[config.mk]
export PLATFORM = sky130hd
export DESIGN_NAME = bff_byte_scan
export DESIGN_NICKNAME = d
export VERILOG_FILES = /design/src/rtl/bff_pkg.sv /design/src/rtl/bff_byte_scan.sv
export SDC_FILE = /design/constraint.sdc
export NUM_CORES = 1
export LEC_CHECK = 0
export ABC_CLOCK_PERIOD_IN_PS = 800
export BUFFER_PORTS_ARGS = -buffer_cell sky130_fd_sc_hd__buf_4
export CAP_MARGIN = 15
export CORE_AREA = 2 2 39 41
export DETAILED_ROUTE_END_ITERATION = 12
export DIE_AREA = 0 0 41 43
export GPL_TIMING_DRIVEN = 0
export PLACE_DENSITY = 0.46
export SLEW_MARGIN = 0
export SYNTH_ARGS = -nofsm -noshare
export SYNTH_HDL_FRONTEND = slang
export SYNTH_SLANG_ARGS = --single-unit
[constraint.sdc]
create_clock -name vclk -period 0.8
set_clock_uncertainty 0.1 [all_clocks]
set_input_delay 0.04 -clock vclk [all_inputs]
set_output_delay 0.04 -clock vclk [all_outputs]
set_load 0.1 [all_outputs]
[src/rtl/bff_pkg.sv]
// ----------------------------------------------------------------------------
// bff_pkg: shared types and constants of the bitmap find-first-free block
// item layouts, operation and status codes, and defaults
// ----------------------------------------------------------------------------
`default_nettype none

package bff_pkg;

    // default capacity of the bitmap in bits
    localparam int MAX_BITS_DEFAULT = 4096;

    // width of the map size register and its reset value
    localparam int MAP_BITS_W = 13;
    localparam logic [MAP_BITS_W-1:0] MAP_BITS_RESET = 13'd4096;

    localparam int POS_W = 12;

    typedef enum logic [1:0] {
        OP_FIND  = 2'd0,
        OP_SET   = 2'd1,
        OP_CLEAR = 2'd2,
        OP_TEST  = 2'd3
    } op_t;

    typedef enum logic [1:0] {
        ST_OK      = 2'd0,
        ST_NOSPACE = 2'd1,
        ST_RANGE   = 2'd2,
        ST_UNUSED  = 2'd3
    } status_t;

    typedef struct packed {
        op_t              operation;
        logic [POS_W-1:0] bit_position;
    } req_t;

    typedef struct packed {
        status_t          status;
        logic [POS_W-1:0] found_position;
        logic             bit_was_set;
    } rsp_t;

    // outcome of searching one byte for its lowest clear bit
    typedef struct packed {
        logic       found;
        logic [2:0] bit_idx;
    } scan_hit_t;

endpackage

`default_nettype wire

[src/rtl/bff_byte_scan.sv]
// ----------------------------------------------------------------------------
// bff_byte_scan: lowest clear bit of one bitmap byte
// bits outside the mask count as set and are never reported
// ----------------------------------------------------------------------------
`default_nettype none

module bff_byte_scan
    import bff_pkg::*;
(
    input  logic [7:0] byte_data,
    input  logic [7:0] byte_mask,
    output scan_hit_t  hit
);

    logic [7:0] eff;

    assign eff = byte_data | ~byte_mask;

    // walk from the top so the lowest clear bit wins
    always_comb
    begin
        hit.found   = 1'b0;
        hit.bit_idx = 3'd0;
        for (int b = 7; b >= 0; b--)
        begin
            if (!eff[b])
            begin
                hit.found   = 1'b1;
                hit.bit_idx = 3'(b);
            end
        end
    end

endmodule

`default_nettype wire
Word-level counts from Yosys, hierarchy flattened
Index checks and enable logic that the tools add are counted.
- flip-flop bits (word level): 0
- logic and storage cells: 10
- output and inout port bits: 4
- bitwise logic cells: 2
- mux-type cells: 8
- operators with widths (operator ; number):
    $mux 4 ; 8
    $not 8->8 ; 1
    $or 8x8->8 ; 1

Logic depth before layout (Yosys ltp)
Gate-level depths: netlist of the first run.
- depth after elaboration: 10
- depth in mapped cells: 3

Worst setup path after synthesis of the first run
No wires, ideal clock.
- path kind: input port to output port
- start: input byte_data[6]
- end: output hit[2] (netlist name)
- cell stages on the path: 3
- path buffers: 0
- slack: -1.738 ns
- required time: 0.660 ns
- arrival time: 2.398 ns
- path through: and2b_1 -> a2111oi_4 -> nor3_1
- RTL lines (what ; line ; source):
    start, declared ; bff_byte_scan.sv:10 ; input logic [7:0] byte_data,
    end, declared ; bff_byte_scan.sv:12 ; output scan_hit_t hit

==> results of run 1 <==
-- kinds of logic after synthesis --
kind of cell    count (synthesis)  share of synthesized area (%)
compound gates                  6                           32.9
buf+inv                         3                           6.16
simple gates                   18                           61.0
-- routing by layer --
metal	share of wire (%)	vias to the layer above	wire, um	global-route usage [%]
li1	-	136	-	-
met4	0	0	0	0
met2	51	14	287	13.1
met3	14	0	77	0.524
met1	35	106	194	8.23
met5	0	-	0	0
-- layout make-up --
type                            instances  share of cell area (%)
Inverter                                3                    2.45
Tap cell                               16                    4.35
Timing Repair Buffer                   21                    42.9
Multi-Input combinational cell         24                    50.3
-- synth_stat cells (all sizes together) --
cell	number	share of area, %
nand2b	5	17
nor2b	4	19
inv	3	6.2
nand3	3	8.2
nand2	2	4.1
a2111oi	1	15
a21oi	1	2.7
a31oi	1	3.4
and2	1	3.4
and2b	1	4.1
nor2	1	2.1
nor3	1	2.7
o211ai	1	4.1
o21ai	1	2.7
o221ai	1	4.8
-- report_power, final --
| part | leakage, nW | switching [mW] | total, mW | internal, mW |
|---|---|---|---|---|
| combinational | 0.211 | 0.230 | 0.397 | 0.167 |
| sequential | 0 | 0 | 0 | 0 |
| clock | 0 | 0 | 0 | 0 |
-- through the flow --
stage                     util [%]  setup slack (ps)  setup TNS [ps]  area (um^2)
after floorplan                  -             -1080           -2600          235
after global placement        29.3              -395           -1390          405
after detailed placement      29.3              -403           -1400          405
after CTS                     33.0              -344           -1220          457
after global routing          33.3              -366           -1260          460
final                         33.3              -326           -1080          460
-- repair_timing --
item | in CTS | in global routing
buffers inserted | 1 | 0
endpoints found under the hold margin | 0 | 0
resized for setup | 11 | 2
setup endpoints to repair | 4 | 4
pin swaps | 1 | 1
-- worst max path at each step --
stage	depth (start not counted)	startpoint	endpoint
floorplan	3	byte_mask[7]	hit[0]
global placement	5	byte_mask[5]	hit[3]
detailed placement	5	byte_mask[5]	hit[2]
CTS	5	byte_mask[5]	hit[2]
global route	5	byte_mask[5]	hit[3]
finish	5	byte_mask[5]	hit[3]
==> impl_metrics.json, run 1 <==
{
  "placed_cells": 63,
  "syn-cell-area_um2": 183,
  "clock_buffer_count": 0,
  "hold_viol_final": 0,
  "setup_viol": 4,
  "drc": 0,
  "final_common_cell": "buf_4",
  "ios": 20,
  "fillers": 166,
  "layout-drive-gt1-share_pct": 64.6,
  "die_width_um": 41,
  "min_to": "hit[3]",
  "drtIter0Drc": 6,
  "max_freq_mhz": 888,
  "min_path_cells": 4,
  "grt_pass1_wl_um": 931,
  "hp-class": "in -> out",
  "overflow": 0,
  "area_growth_syn_to_layout_pct": 152,
  "setup_ws_ps": -326,
  "p_per_area_nw_per_um2": 863,
  "vias": 256,
  "grt_max_degree": 6,
  "synthDistinctLibCells": 17,
  "die_area_um2": 1760,
  "wirelength_um": 559,
  "ys_warn_count": 0,
  "start_util_pct": 13.2,
  "crit_fanout": 2,
  "diodes": 0,
  "crit_arrival_ps": 990,
  "gp_congestion": 0.681,
  "num_rows": 14,
  "seq_cells": 0,
  "ys_seq_area_share_pct": 0,
  "drtAntennaViolNets": 0,
  "slowest_stage": "a2111oi_4",
  "final_nets": 66,
  "start_kind": "input port",
  "layout_worst_path_cycle_share_pct": 141,
  "viasPerCell": 4.00,
  "period_needed_ps": 1130,
  "worst-slew-pin-transition_ps": 372,
  "first_global_vias": 259,
  "multiInputGateArea_um2": 231,
  "crit_path_max_incr_delay_ps": 410,
  "die_height_um": 43,
  "fin_hold_ws_ps": 406,
  "cp_top_family": "compound AO/OA/AOI/OAI gates",
  "cp.required_ps": 660,
  "worstSetupPathType": "in -> out",
  "grtUsageTotal_pct": 6.89,
  "postSynthAreaPerCell_um2": 6.77,
  "crit_path_end_kind": "output port",
  "worst-path-buf-inv": 2,
  "ff_latch_area_um2": 0,
  "final_max_slew_viol_count": 0,
  "layout_common_cells": "15 x buf_4, 4 x buf_6, 3 x inv_1, 3 x nand2b_1",
  "path_cells": "buf_6 > nor2b_4 > a2111oi_4 > nand3_4 > buf_12",
  "vdd_drop_max_v": 0.000205,
  "route.detailed.wl_per_inst_um": 8.73,
  "synthCells": 27,
  "core_um2": 1380,
  "hold_buffers": 0,
  "violations": "setup timing",
  "firstDrtPassIters": 2,
  "synth_nets": 43,
  "status": "finished with violations",
  "fin_total_pwr_mw": 0.397,
  "max_slew_margin_pct": 75.2,
  "worstHoldStart": "byte_mask[4]",
  "rsz0062_at_grt": "yes",
  "cellLeakagePower_nw": 0.211,
  "portBuffers": 20,
  "maxCapViolations": 0,
  "stdcell_count": 64,
  "antenna_found_initial": 0
}
Note: power is estimated with default switching activity, not from simulation.
==> run 2: changes to the inputs <==
--- a/config.mk
+++ b/config.mk
@@ -8,10 +8,11 @@
 export ABC_CLOCK_PERIOD_IN_PS = 800
 export BUFFER_PORTS_ARGS = -buffer_cell sky130_fd_sc_hd__buf_4
 export CAP_MARGIN = 15
-export CORE_AREA = 2 2 39 41
+export CORE_AREA = 8 8 45 47
 export DETAILED_ROUTE_END_ITERATION = 12
-export DIE_AREA = 0 0 41 43
+export DIE_AREA = 0 0 53 55
 export GPL_TIMING_DRIVEN = 0
+export MAX_ROUTING_LAYER = met4
 export PLACE_DENSITY = 0.46
 export SLEW_MARGIN = 0
 export SYNTH_ARGS = -nofsm -noshare
==> run 2 against run 1 <==
  * The flow still finishes with violations (setup timing)
  * Design area rose by 0.82%
  * Total power rose by 0.69%
  * Final cell count did not move
  * Worst hold slack got worse by 6.8 ps
  * First-iteration DRC count fell by 17%
  * Combinational power barely moved
  * Via count rose by 2.3%
  * Sequential share of layout area did not move
  * Clock-buffer cell count did not move
  * Critical path type unchanged
==> impl_metrics.json, run 2 (same netlist as run 1, synthesis figures left out) <==
{
  "status": "finished with violations",
  "violations": "setup timing",
  "hold_buffers": 0,
  "ios": 20,
  "wirelength_um": 674,
  "layout_worst_path_cycle_share_pct": 140,
  "diodes": 0,
  "setup_viol": 4,
  "portBuffers": 20,
  "final_nets": 66,
  "route.detailed.wl_per_inst_um": 10.5,
  "num_rows": 14,
  "cellLeakagePower_nw": 0.212,
  "gp_congestion": 0.703,
  "fin_area_um2": 464,
  "maxCapViolations": 0,
  "worst-slew-pin-transition_ps": 379,
  "drtIter0Drc": 5,
  "setup_ws_ps": -318,
  "rsz0062_at_grt": "yes",
  "antenna_found_initial": 0,
  "multiInputGateArea_um2": 231,
  "hp-class": "in -> out",
  "overflow": 0,
  "period_needed_ps": 1120,
  "fin_hold_ws_ps": 400,
  "grt_max_degree": 6,
  "worstSetupPathType": "in -> out",
  "final_common_cell": "buf_4",
  "start_util_pct": 13.2,
  "crit_arrival_ps": 980,
  "grt_pass1_wl_um": 1210,
  "die_height_um": 55,
  "vdd_drop_max_v": 0.000290,
  "crit_path_end_kind": "output port",
  "clock_buffer_count": 0,
  "setup_tns_ps": -1060,
  "p_per_area_nw_per_um2": 861,
  "ff_latch_area_um2": 0,
  "dpl-instance-area_um2": 405,
  "crit_fanout": 2,
  "drtAntennaViolNets": 0,
  "cp.required_ps": 660,
  "max_slew_margin_pct": 74.7,
  "fin_total_pwr_mw": 0.400,
  "core_um2": 1380,
  "die_width_um": 53,
  "final_max_slew_viol_count": 0,
  "firstDrtPassIters": 2,
  "start_kind": "input port",
  "die_area_um2": 2920,
  "vias": 262,
  "grtUsageTotal_pct": 5.05,
  "drc": 0,
  "area_growth_syn_to_layout_pct": 154,
  "layout_common_cells": "14 x buf_4, 5 x buf_6, 3 x inv_1, 3 x nand2b_1",
  "fillers": 157,
  "min_path_cells": 4,
  "viasPerCell": 4.09,
  "first_global_vias": 278,
  "layout-drive-gt1-share_pct": 64.6,
  "hold_viol_final": 0,
  "seq_cells": 0,
  "max_freq_mhz": 894
}
[run 2: routing by layer]
layer  share of wire, %  global-route usage [%]  wire, um
met5                  0                       -         0
met4                  0                       0         0
met3                 12                   0.535        78
met2                 46                    9.57       312
met1                 42                    5.88       283
[run 2: report_power, final]
part | internal [mW] | leakage, nW | switching, mW
registers | 0 | 0 | 0
logic | 0.169 | 0.212 | 0.231
clock network | 0 | 0 | 0
total | 0.169 | 0.212 | 0.231
[run 2: what timing repair did]
| action | in CTS | in global routing |
|---|---|---|
| setup endpoints to repair | 4 | 4 |
| setup buffers | 1 | 0 |
| resized for setup | 12 | 2 |
| pin swaps | 1 | 2 |
[run 2: cell type report]
type | instances | area share, %
Inverter | 3 | 2.43
Timing Repair Buffer | 21 | 43.4
Tap cell | 16 | 4.31
Multi-Input combinational cell | 24 | 49.9
[run 2: per-stage QoR]
| step | std cells | utilization, % | setup slack, ps |
|---|---|---|---|
| 2_1_floorplan | 27 | - | -1080 |
| 3_3_place_gp | 63 | 29.3 | -403 |
| 3_5_place_dp | 63 | 29.3 | -402 |
| 4_1_cts | 64 | 33.3 | -344 |
| 5_1_grt | 64 | 33.5 | -365 |
| 6_report | 64 | 33.5 | -318 |
[run 2: final timing paths]
path	startpoint	to	slack, ps
setup / recovery	byte_mask[5]	hit[3]	-320
hold / removal	byte_mask[4]	hit[3]	400
[run 2: worst max-delay path, cell delays in order]
cell and delay, ps:
buf_6 90, nor2b_4 120, a2111oi_4 420, nand3_4 120, buf_12 180
==> run 3: changes to the inputs <==
--- a/config.mk
+++ b/config.mk
@@ -5,7 +5,7 @@
 export SDC_FILE = /design/constraint.sdc
 export NUM_CORES = 1
 export LEC_CHECK = 0
-export ABC_CLOCK_PERIOD_IN_PS = 800
+export ABC_CLOCK_PERIOD_IN_PS = 1250
 export BUFFER_PORTS_ARGS = -buffer_cell sky130_fd_sc_hd__buf_4
 export CAP_MARGIN = 15
 export CORE_AREA = 8 8 45 47
==> constraint.sdc (replaced) <==
create_clock -name vclk -period 1.25
set_clock_uncertainty 0.1 [all_clocks]
set_input_delay 0.0625 -clock vclk [all_inputs]
set_output_delay 0.0625 -clock vclk [all_outputs]
set_load 0.1 [all_outputs]
==> run 3 against run 2 <==
  * The flow now finishes without violations
  * Die area unchanged
  * Sequential share of layout area unchanged
  * Non-clock buffer count down 1
  * Utilization down 4.5 points
  * Wire length down 4.0%
  * Sequential cell count unchanged
  * First-iteration DRC count down 60%
  * Clock-buffer cell count unchanged
  * Critical path depth unchanged
  * Final cell count down 1.6%
  * Via count down 5.3%
  * Worst hold slack better by 120 ps
  * Critical endpoint is now hit[2]
  * Highest routed layer unchanged
==> impl_metrics.json, run 3 (same netlist as run 1, synthesis figures left out) <==
{
  "grt_pass1_wl_um": 1030,
  "setup_tns_ps": 0,
  "clock_buffer_count": 0,
  "max_freq_mhz": 845,
  "overflow": 0,
  "final_nets": 65,
  "ff_latch_area_um2": 0,
  "maxCapViolations": 0,
  "p_per_area_nw_per_um2": 559,
  "fillers": 158,
  "crit_path_end_kind": "output port",
  "vdd_drop_max_v": 0.000345,
  "grt_max_degree": 6,
  "max_slew_margin_pct": 65.8,
  "status": "completed",
  "period_needed_ps": 1180,
  "diodes": 0,
  "worst-slew-pin-transition_ps": 508,
  "viasPerCell": 3.94,
  "route.detailed.wl_per_inst_um": 10.3,
  "antenna_found_initial": 0,
  "fin_hold_ws_ps": 516,
  "min_path_cells": 4,
  "final_max_slew_viol_count": 0,
  "vias": 248,
  "placed_cells": 63,
  "dpl-instance-area_um2": 398,
  "final_common_cell": "buf_4",
  "ios": 20,
  "area_growth_syn_to_layout_pct": 120,
  "die_width_um": 53,
  "multiInputGateArea_um2": 216,
  "dp_hpwl_um": 599,
  "seq_cells": 0,
  "layout_common_cells": "19 x buf_4, 3 x inv_1, 3 x nand2b_1",
  "worstHoldStart": "byte_mask[2]",
  "drc": 0,
  "crit_fanout": 2,
  "layout-drive-gt1-share_pct": 59.6,
  "utilization_pct": 29.0,
  "cellLeakagePower_nw": 0.191,
  "stdcell_count": 63,
  "crit_arrival_ps": 1020,
  "cp.required_ps": 1090,
  "drtAntennaViolNets": 0,
  "core_um2": 1380,
  "hp-class": "in -> out",
  "wirelength_um": 647,
  "fin_area_um2": 402,
  "die_height_um": 55,
  "die_area_um2": 2920,
  "start_kind": "input port",
  "rsz0062_at_grt": "no",
  "hold_viol_final": 0,
  "firstDrtPassIters": 2,
  "gp_congestion": 0.612,
  "drtIter0Drc": 2,
  "portBuffers": 20,
  "grtUsageTotal_pct": 4.32,
  "min_to": "hit[1]",
  "first_global_vias": 267,
  "setup_viol": 0,
  "start_util_pct": 13.2,
  "worstSetupPathType": "in -> out",
  "layout_worst_path_cycle_share_pct": 94.6,
  "num_rows": 14
}
[run 3: worst max-delay path by stage]
| stage | from | end | slack [ps] |
|---|---|---|---|
| 2_1_floorplan | byte_mask[7] | hit[0] | -670 |
| 3_3_place_gp | byte_data[6] | hit[1] | 30 |
| 3_5_place_dp | byte_data[6] | hit[1] | 40 |
| 4_1_cts | byte_data[6] | hit[1] | 30 |
| 5_1_grt | byte_data[6] | hit[1] | 20 |
| 6_report | byte_mask[5] | hit[2] | 70 |
[run 3: what timing repair did]
action | in CTS | in global routing
endpoints found under the setup margin | 0 | 1
resized for setup | 0 | 1
hold endpoints to repair | 0 | 0
buffers inserted | 0 | 0
hold buffers | 0 | 0
[run 3: layout make-up]
| type | instances | share of cell area (%) |
|---|---|---|
| multi-input combinational | 24 | 53.9 |
| tap | 16 | 4.98 |
| inverter | 3 | 2.80 |
| timing repair buffer | 20 | 38.3 |
[run 3: report_power, final]
group / internal [mW] / switching [mW]
Clock: 0 / 0
Combinational: 0.0850 / 0.139
Sequential: 0 / 0
Total: 0.0850 / 0.139
[run 3: worst max-delay path: stages]
cell and delay [ps]:
buf_4 110, nor2b_4 130, a2111oi_4 380, nor3_2 90, buf_4 250
[run 3: layer usage]
layer	vias up	global-route usage (%)	routed length, um
met4	0	0	0
met3	0	0	22
met2	12	7.03	298
met5	-	-	0
li1	134	-	-
met1	102	6.18	326
[run 3: stage by stage]
stage	total power [mW]	setup slack, ps
after global routing	0.236	20.0
after global placement	0.224	25.7
after CTS	0.224	32.4
after detailed placement	0.224	39.1
final	0.224	67.1
after floorplan	0.153	-673
